<file path="src/rtl/assert_macros.svh">
// ---------------------------------------------------------------------------
// Assertion macros
// Clocked concurrent assertion helpers shared by the RTL modules.
// ---------------------------------------------------------------------------
`ifndef ASSERT_MACROS_SVH
`define ASSERT_MACROS_SVH

`ifndef ASSERT_OFF

// same-cycle implication
`define ASSERT_IMPL(lbl, clk, rst, ante, cons, msg) \
   lbl: assert property (@(posedge clk) disable iff (rst) (ante) |-> (cons)) \
      else $error(msg);

// next-cycle implication
`define ASSERT_NEXT(lbl, clk, rst, ante, cons, msg) \
   lbl: assert property (@(posedge clk) disable iff (rst) (ante) |=> (cons)) \
      else $error(msg);

`else

`define ASSERT_IMPL(lbl, clk, rst, ante, cons, msg)
`define ASSERT_NEXT(lbl, clk, rst, ante, cons, msg)

`endif

`endif

</file>
<file path="src/rtl/lscp_pkg.sv">
// ---------------------------------------------------------------------------
// LRU slot cache policy package
// Shared types and constants for the controller and datapath.
// ---------------------------------------------------------------------------
package lscp_pkg;

   // key value that marks an empty slot
   localparam logic [7:0] EMPTY_KEY = 8'hFF;

   // action codes carried in req_tuser
   localparam logic ACT_LOOKUP = 1'b0;
   localparam logic ACT_FLUSH  = 1'b1;

   // width of the result slot number
   localparam int SLOT_OUT_W = 3;

   typedef enum logic [1:0] {
      ST_IDLE,
      ST_SCAN,
      ST_UPDATE
   } state_type;

   // controller -> datapath
   typedef struct packed {
      logic start;   // latch key, bump clock, rewind scan
      logic flush;   // mark all slots empty
      logic scan;    // examine one slot
      logic commit;  // write slot, load result register
   } ctrl_cmd_type;

   // datapath -> controller
   typedef struct packed {
      logic match;     // current slot holds the key
      logic last;      // current slot is the final one
      logic out_busy;  // result register full and not taken
   } dp_status_type;

endpackage

</file>
<file path="src/rtl/lru_slot_cache_policy_core.sv">
// ---------------------------------------------------------------------------
// LRU slot cache policy core
// Least-recently-used slot map with wrapping 8-bit access stamps.
// ---------------------------------------------------------------------------
// Channel  Direction  tdata                 tuser
// req      in         [7:0] lookup_key      [0] action (0 lookup, 1 flush)
// rsp      out        [2:0] slot_index      [0] hit
//
// A lookup is accepted, then scans the slots in order up to the hit
// (all SLOTS on a miss) and ends with an update.
// A flush is taken while the core stays idle and gives no response.
// The scan unit examines one slot per cycle; the next request is taken
// once the update has loaded the response register.
// Reset empties all slots and clears stamps and access clock.
// A stalled response holds the core in update until rsp_tready.
// ---------------------------------------------------------------------------
module lru_slot_cache_policy_core
   import lscp_pkg::*;
#(
   parameter int SLOTS = 8
)
(
   input  logic       clock,
   input  logic       reset,
   input  logic       req_tvalid,
   output logic       req_tready,
   input  logic [7:0] req_tdata,   // [7:0] lookup_key
   input  logic       req_tuser,   // [0] action
   output logic       rsp_tvalid,
   input  logic       rsp_tready,
   output logic [7:0] rsp_tdata,   // [2:0] slot_index, [7:3] zero
   output logic       rsp_tuser    // [0] hit
);

   ctrl_cmd_type          cmd;
   dp_status_type         status;
   logic [SLOT_OUT_W-1:0] rsp_slot;

   // controller
   lscp_ctrl u_ctrl (
      .clock      (clock),
      .reset      (reset),
      .req_tvalid (req_tvalid),
      .req_action (req_tuser),
      .req_tready (req_tready),
      .status     (status),
      .cmd        (cmd)
   );

   // datapath
   lscp_datapath #(
      .SLOTS (SLOTS)
   ) u_datapath (
      .clock     (clock),
      .reset     (reset),
      .req_key   (req_tdata),
      .cmd       (cmd),
      .status    (status),
      .rsp_valid (rsp_tvalid),
      .rsp_ready (rsp_tready),
      .rsp_slot  (rsp_slot),
      .rsp_hit   (rsp_tuser)
   );

   assign rsp_tdata = {{(8 - SLOT_OUT_W){1'b0}}, rsp_slot};

endmodule

</file>
<file path="src/rtl/lscp_ctrl.sv">
// ---------------------------------------------------------------------------
// LRU slot cache policy controller
// Sequences accept, slot scan and update for one request at a time.
// ---------------------------------------------------------------------------
`include "assert_macros.svh"

module lscp_ctrl
   import lscp_pkg::*;
(
   input  logic          clock,
   input  logic          reset,
   input  logic          req_tvalid,
   input  logic          req_action,
   output logic          req_tready,
   input  dp_status_type status,
   output ctrl_cmd_type  cmd
);

   state_type state_ff;
   state_type state_in;

   // state register
   always_ff @(posedge clock) begin
      if (reset) begin
         state_ff <= ST_IDLE;
      end else begin
         state_ff <= state_in;
      end
   end

   // next state
   always_comb begin
      state_in = state_ff;
      case (state_ff)
         ST_IDLE: begin
            if (req_tvalid && req_action == ACT_LOOKUP) begin
               state_in = ST_SCAN;
            end
         end
         ST_SCAN: begin
            if (status.match || status.last) begin
               state_in = ST_UPDATE;
            end
         end
         ST_UPDATE: begin
            if (!status.out_busy) begin
               state_in = ST_IDLE;
            end
         end
         default: state_in = ST_IDLE;
      endcase
   end

   // outputs
   always_comb begin
      req_tready = 1'b0;
      cmd        = '0;
      case (state_ff)
         ST_IDLE: begin
            req_tready = 1'b1;
            cmd.start  = req_tvalid && req_action == ACT_LOOKUP;
            cmd.flush  = req_tvalid && req_action == ACT_FLUSH;
         end
         ST_SCAN: begin
            cmd.scan = 1'b1;
         end
         ST_UPDATE: begin
            cmd.commit = !status.out_busy;
         end
         default: begin
            req_tready = 1'b0;
         end
      endcase
   end

   `ASSERT_NEXT(a_start_to_scan, clock, reset, cmd.start, state_ff == ST_SCAN, "start did not enter scan")
   `ASSERT_IMPL(a_commit_free, clock, reset, cmd.commit, !status.out_busy, "commit while result busy")
   `ASSERT_NEXT(a_match_to_update, clock, reset, state_ff == ST_SCAN && status.match, state_ff == ST_UPDATE, "match did not end scan")

endmodule

</file>
<file path="src/rtl/lscp_datapath.sv">
// ---------------------------------------------------------------------------
// LRU slot cache policy datapath
// Slot key and stamp registers, access clock, scan unit and result register.
// ---------------------------------------------------------------------------
`include "assert_macros.svh"

module lscp_datapath
   import lscp_pkg::*;
#(
   parameter int SLOTS = 8
)
(
   input  logic                  clock,
   input  logic                  reset,
   input  logic [7:0]            req_key,
   input  ctrl_cmd_type          cmd,
   output dp_status_type         status,
   output logic                  rsp_valid,
   input  logic                  rsp_ready,
   output logic [SLOT_OUT_W-1:0] rsp_slot,
   output logic                  rsp_hit
);

   localparam int IDX_W = (SLOTS > 1) ? $clog2(SLOTS) : 1;
   localparam logic [IDX_W-1:0] LAST_IDX = IDX_W'(SLOTS - 1);

   logic [7:0]       keys_ff [SLOTS];
   logic [7:0]       stamps_ff [SLOTS];
   logic [7:0]       clock_ff;
   logic [7:0]       key_ff;
   logic [IDX_W-1:0] idx_ff;
   logic [IDX_W-1:0] target_ff;
   logic [7:0]       best_age_ff;
   logic             hit_ff;

   logic                  rsp_valid_ff;
   logic [SLOT_OUT_W-1:0] rsp_slot_ff;
   logic                  rsp_hit_ff;

   logic [7:0]            cur_age;
   logic                  cur_match;
   logic                  better;
   logic [IDX_W+SLOT_OUT_W-1:0] target_ext;

   // current slot under scan
   assign cur_match = keys_ff[idx_ff] == key_ff;
   assign cur_age   = 8'(clock_ff - stamps_ff[idx_ff]);
   assign better    = (idx_ff == '0) || (cur_age > best_age_ff);

   assign status.match    = cmd.scan && cur_match;
   assign status.last     = idx_ff == LAST_IDX;
   assign status.out_busy = rsp_valid_ff && !rsp_ready;

   // low bits of the slot number for the result
   assign target_ext = {{SLOT_OUT_W{1'b0}}, target_ff};

   // slot keys: reset and flush to empty, miss writes the new key
   always_ff @(posedge clock) begin
      if (reset || cmd.flush) begin
         for (int s = 0; s < SLOTS; s++) begin
            keys_ff[s] <= EMPTY_KEY;
         end
      end else if (cmd.commit && !hit_ff) begin
         keys_ff[target_ff] <= key_ff;
      end
   end

   // slot stamps and access clock
   always_ff @(posedge clock) begin
      if (reset) begin
         for (int s = 0; s < SLOTS; s++) begin
            stamps_ff[s] <= 8'd0;
         end
         clock_ff <= 8'd0;
      end else begin
         if (cmd.start) begin
            clock_ff <= clock_ff + 8'd1;
         end
         if (cmd.commit) begin
            stamps_ff[target_ff] <= clock_ff;
         end
      end
   end

   // scan state
   always_ff @(posedge clock) begin
      if (cmd.start) begin
         key_ff <= req_key;
         idx_ff <= '0;
         hit_ff <= 1'b0;
      end else if (cmd.scan) begin
         if (cur_match) begin
            hit_ff    <= 1'b1;
            target_ff <= idx_ff;
         end else begin
            if (better) begin
               target_ff   <= idx_ff;
               best_age_ff <= cur_age;
            end
            if (!status.last) begin
               idx_ff <= idx_ff + IDX_W'(1);
            end
         end
      end
   end

   // result register
   always_ff @(posedge clock) begin
      if (reset) begin
         rsp_valid_ff <= 1'b0;
      end else if (cmd.commit) begin
         rsp_valid_ff <= 1'b1;
      end else if (rsp_ready) begin
         rsp_valid_ff <= 1'b0;
      end
   end

   always_ff @(posedge clock) begin
      if (cmd.commit) begin
         rsp_slot_ff <= target_ext[SLOT_OUT_W-1:0];
         rsp_hit_ff  <= hit_ff;
      end
   end

   assign rsp_valid = rsp_valid_ff;
   assign rsp_slot  = rsp_slot_ff;
   assign rsp_hit   = rsp_hit_ff;

   `ASSERT_NEXT(a_clock_step, clock, reset, cmd.start, clock_ff == 8'($past(clock_ff) + 8'd1), "access clock did not advance")
   `ASSERT_NEXT(a_flush_empty, clock, reset, cmd.flush, keys_ff[0] == EMPTY_KEY, "flush left slot filled")
   `ASSERT_NEXT(a_commit_valid, clock, reset, cmd.commit, rsp_valid_ff && rsp_hit_ff == $past(hit_ff), "result not loaded on commit")

endmodule

</file>
<file path="config.mk">
export PLATFORM = sky130hd
export DESIGN_NAME = lru_slot_cache_policy_core
export DESIGN_NICKNAME = d
export VERILOG_FILES = /design/src/rtl/lscp_pkg.sv /design/src/rtl/lru_slot_cache_policy_core.sv /design/src/rtl/lscp_ctrl.sv /design/src/rtl/lscp_datapath.sv
export VERILOG_INCLUDE_DIRS = /design/src /design/src/rtl
export SDC_FILE = /design/constraint.sdc
export NUM_CORES = 1
export LEC_CHECK = 0
export BUFFER_PORTS_ARGS = -buffer_cell sky130_fd_sc_hd__buf_4
export CORE_ASPECT_RATIO = 1.1
export CORE_MARGIN = 4
export CORE_UTILIZATION = 43
export CTS_CLUSTER_DIAMETER = 60
export DETAILED_ROUTE_END_ITERATION = 8
export GPL_ROUTABILITY_DRIVEN = 0
export SYNTH_ARGS = -nofsm -noshare
export SYNTH_HDL_FRONTEND = slang
export SYNTH_SLANG_ARGS = --single-unit
</file>
<file path="constraint.sdc">
create_clock -name clock -period 5.05 [get_ports clock]
set_input_delay 0.505 -clock clock [delete_from_list [all_inputs] [get_ports clock]]
set_output_delay 0.505 -clock clock [all_outputs]
set_load 0.02 [all_outputs]
</file>
======== Yosys cells after proc, flatten, opt, wreduce, memory -nomap -nowiden ========
Memories as Yosys holds them, arrays and structs flattened. A register that Yosys moved wholly into a read port is not among the register bits.
Cells that the tools add are included.
Widths: inputs -> output; s select.
storage, ports and cells
  register bits ........................... 38
  bits in writable memories ............... 128
  bits of input ports ..................... 13
  word-level logic and storage cells ...... 81
  memories kept ........................... 2
operators by class
  add/subtract/negate cells ............... 3
  $lt $le $gt $ge ......................... 1
  equality and inequality tests ........... 7
  muxes and demuxes ....................... 32
  bitwise operators ....................... 4
  reduce and logical (&&, ||, !) cells .... 22
memory list
  name                  words  bits a word  read ports  clocked after Yosys merged registers in  write ports  RTL line             source
  u_datapath.keys_ff    8      8            1           1                                        8            lscp_datapath.sv:27  logic [7:0] keys_ff [SLOTS];
  u_datapath.stamps_ff  8      8            1           1                                        8            lscp_datapath.sv:28  logic [7:0] stamps_ff [SLOTS];
operators with widths
  kind                 count
  $mux 3               8
  $mux 1               17
  $mux 8               2
  $reduce_or 8->1      2
  $reduce_and 3->1     3
  $add 8x1->8 const B  1
  $eq 8x8->1           1
  $gt 8x8->1           1
  $mux 2               4
  $sub 8x8->8          1
  $pmux 2 s3           1
  $logic_and 1x1->1    5
  $ne 2x1->1 const B   2
  $not 1->1            4
  $reduce_and 4->1     1
  $reduce_bool 2->1    2
  $add 3x1->3 const B  1
  $eq 3x3->1 const B   1
  $logic_not 1->1      3
  $logic_not 3->1      1
  $logic_or 1x1->1     3
  $eq 2x1->1 const B   1
  $eq 2x2->1 const B   1
  $logic_not 2->1      1
  2 further kinds      2

======== Depth between registers and ports, before layout ========
  word-level depth ........................ 10
  gate-level depth with buffers ........... 20

======== Cells and area by module ========
From an unflattened synthesis, not the netlist that was laid out.
unflattened totals
  cells, all modules ...................... 563
  area, all modules ....................... 7976.4 µm²
by module, submodules not included
  module                      times used  cells each  area each (µm²)  seq. area each (µm²)
  lscp_datapath               1           542         7811.2           4854.7
  lscp_ctrl                   1           15          123.9            40.0
  lru_slot_cache_policy_core  1           6           41.3             0.0

======== Least setup slack after synthesis ========
Ideal clock, no wire load.
  path type ............................... flip-flop to flip-flop
  start point ............................. reg (tool-made name)
  end point ............................... reg u_datapath.best_age_ff[0], enable pin
  library setup time ...................... 0.328 ns
  data arrival time ....................... 4.066 ns
  slack ................................... 0.656 ns
  cell stages (with the launch flop) ...... 20
  path buffers ............................ 4
  clock period less this slack ............ 4.394 ns
  path through ............................ dfxtp_1 buf_6 buf_8 buf_4 buf_2 mux4_2 mux2i_1 ha_1 a21o_1 a21o_1 a31oi_1 o21bai_1 a21oi_1 xnor2_1 ha_1 nand3_1 o21ai_0 o31ai_1 a21oi_1 and2b_1
RTL lines
  element               RTL line             source
  to (signal assigned)  lscp_datapath.sv:98  best_age_ff <= cur_age;
  to (decl)             lscp_datapath.sv:33  logic [7:0] best_age_ff;

==> key figures <==
STA
  • Fmax: 0.2298 GHz
  • Worst hold slack: 257.3 ps
  • Final TNS setup: 0 ps
  • # setup viols final: 0
  • Slew Limit Fails: 0
  • Worst-Margin Slew: 758.3 ps
  • Max_slew headroom: 49.26%
  • Worst Skew: 7.692 ps
  • RSZ-0062 raised after global routing: false
  • Min Tclk post-route: 4352 ps
  • Final period utilization: 86.17%
  • Final hold vios: 0

Clock tree
  • Clock Sinks: 169
  • Cts repair resizes: 0
  • Root Buffer: clkbuf_16
  • Worst-Skew Late Latency: 420 ps
  • TritonCTS buffer count: 17
  • # hold bufs at CTS: 0
  • H-tree levels: 4
  • Clock buffer depth: 2
  • CTS tree: done
  • Post-CTS setup buffer count: 0
  • Clock transition at the registers of the reported paths: 60 ps

GRT
  • Gr usage total: 17.26%
  • Vias in the first global route: 4514
  • Pin count of the biggest net entering global routing: 23
  • Initial antenna violation count: 0
  • Overflow after GRT: 0
  • First-pass GRT wire length: 26.21 mm

Worst hold path
  • Hold Crit Class: input pin to flip-flop
  • Hold Path Origin: req_tdata[0]
  • Worst Hold End: u_datapath.key_ff[0]
  • Hold depth: 1

Detailed routing
  • Vias: 4347
  • Detail Route met2 WL: 7.862 mm
  • Routed vias/inst: 5.218
  • Post-Route WL: 16.64 mm
  • Met1 Routed Length: 7.919 mm
  • Routed wire length on met3: 711 µm
  • Initial DRC Count: 286
  • TritonRoute pass-1 iters: 4
  • Wirelength per Cell: 19.98 µm
  • DRC: 0
  • Routed Antenna Nets: 0
  • Highest routed layer: met4

Floorplanning
  • # IOs: 24
  • Initial Util: 44.37%
  • Vert. Die Dim: 150.7 µm
  • Die W: 137.7 µm
  • Core area: 17930 µm²
  • Die Area: 20740 µm²
  • # rows: 51

Final layout
  • Nets: 616
  • Fillers: 1561
  • Proportion of layout cells with a drive suffix above 1: 25.71%
  • Non-filler cells, final: 833
  • Antenna cell count: 0
  • Area Overhead vs Synth: 11.03%

Critical path
  • WS Path Type: flip-flop to flip-flop
  • Worst Path Arrival: 4440 ps
  • Launching element type of the critical path: flip-flop
  • Reg2Reg Depth: 15
  • Register-to-Register Setup Slack: 700 ps
  • Critical R2R Capture: u_datapath.best_age_ff[3]
  • Max FO, Critical Path: 12
  • Crit path capture type: flip-flop
  • Worst Path Required: 5140 ps

Yosys
  • Library cells used by synthesis: 45
  • Top FF cell, synth: edfxtp_1
  • Yosys top cell by area: edfxtp_1
  • Gate Count Post-Synth: 561
  • Asr flop ratio synth: 0%
  • Post-Syn Area: 7955 µm²
  • Average size of a mapped cell: 14.18 µm²
  • Post-synth top area share: 57.00%
  • Seq/Total Area, Yosys: 61.53%
  • Number of synthesized flops with an enable pin: 151
  • Yosys reg bits: 169
  • Synth warnings: 0
  • Top post-synthesis cells by area: edfxtp_1 57%, mux4_2 7.6%, or2_2 5.1%

Place
  • Port Buf Inserts: 18
  • Hpwl dp: 11.66 mm
  • Inst Count DP: 801

Pwr
  • Peak supply drop: 0.2087 mV
  • P_leak: 2.953 nW
  • PD cells: 398.9 nW/µm²

Status
  • Status: finished, final reports clean

Flow run
  • Max-cap violations: 0
-- power by group --
group          switching, W  internal (W)
logic              0.000338      0.000289
clock network      0.000541      0.000680
registers         0.0000758       0.00160
-- cell type report --
| cell class | count | area, µm² | area share [%] |
|---|---|---|---|
| Sequential cell | 169 | 4897 | 55.45 |
| Timing Repair Buffer | 25 | 187.7 | 2.125 |
| Clock inverter | 14 | 123.9 | 1.402 |
| Clock buffer | 18 | 429.2 | 4.859 |
| Tap cell | 238 | 297.8 | 3.372 |
| Multi-Input combinational cell | 351 | 2829 | 32.03 |
| Inverter | 18 | 67.56 | 0.7650 |
-- sequential cells by signal (all words and copies together), names as in the netlist, 3 cells and up, named ones only --
name,count
u_datapath.idx_ff,3
u_datapath.keys_ff,64
u_datapath.key_ff,8
u_datapath.target_ff,3
u_datapath.best_age_ff,8
u_datapath.stamps_ff,64
u_datapath.rsp_slot,3
u_datapath.clock_ff,8
-- synthesized netlist by cell type (all sizes together) (3+ instances only) --
master  number
clkbuf      11
dfxtp       18
or2         65
nor3         9
ha          20
xor2        14
inv         16
and2        57
buf         16
a31oi        3
nor4         3
nand4        4
xnor2        8
mux4        27
a21o         6
nand3        6
edfxtp     151
a21oi       11
nand2       29
nor2        19
mux2i       31
nand2b      17
-- critical path: stages, from the launching register on --
cell      delay [ps]
dfxtp_2          580
buf_4            270
mux4_2           530
mux2i_1          220
ha_1             310
a21o_1           180
a31oi_1          230
o21bai_1         100
a21oi_1          180
xnor2_1          130
ha_1             330
nand3_1          100
o21ai_0          180
o31ai_1          120
a21oi_1          200
and2b_1          370
-- per-layer routing --
layer	vias up	global-route usage, %
met5	-	0
met4	0	4.341
met3	10	3.409
met2	77	26.10
met1	2204	25.71
li1	2056	-
-- through the flow --
step,setup WS [ps],utilization (%),cell area [µm²],total power (W)
after floorplan,656.0,-,7970,0.002192
after global placement,828.9,46.17,8279,0.002312
after detailed placement,688.3,46.17,8279,0.002331
after CTS,652.9,49.26,8832,0.003550
after global routing,187.3,49.26,8832,0.003696
final,698.4,49.26,8832,0.003523
-- worst max path at each step --
stage,start,to,slack (ps),depth (start not counted)
floorplan,flip-flop,u_datapath.best_age_ff[0],660,19
global placement,flip-flop,u_datapath.best_age_ff[1],830,15
detailed placement,flip-flop,u_datapath.best_age_ff[1],690,15
CTS,flip-flop,u_datapath.best_age_ff[4],650,15
global route,flip-flop,u_datapath.best_age_ff[4],190,15
finish,flip-flop,u_datapath.best_age_ff[3],700,15
-- cells in the final DEF (no fill, tap or decap), types with 3 or more instances in the layout --
cell          n
nand2b_1     17
edfxtp_1    151
and2_1       56
a21oi_1      11
a31oi_1       3
xnor2_1       8
mux2i_1      31
nor2_1       19
xor2_1       14
clkinv_2      3
ha_1         20
dfxtp_1      16
nand3_1       6
buf_4        25
nor3_1        8
nand2_1      29
conb_1        5
clkinv_4      3
clkbuf_16    17
inv_6         3
mux4_2       27
nand4_1       3
clkinv_1      3
or2_2        65
a21o_1        6
clkinvlp_4    3
inv_1        16
-- logic make-up (layout without fill, tap and decap cells) --
logic type / after synthesis / count (layout) / synth area share, %
AND/OR/NAND/NOR: 217 / 217 / 15.70
flip-flops: 169 / 169 / 61.53
multiplexers: 59 / 59 / 11.69
buffers and inverters: 45 / 75 / 3.098
AO/OA/AOI/OAI: 27 / 27 / 2.123
XOR/XNOR: 22 / 22 / 2.422
adder cells (fa/ha/maj): 21 / 21 / 3.397
other: 1 / 5 / 0.04714
Power figures use the tool's default switching activity.
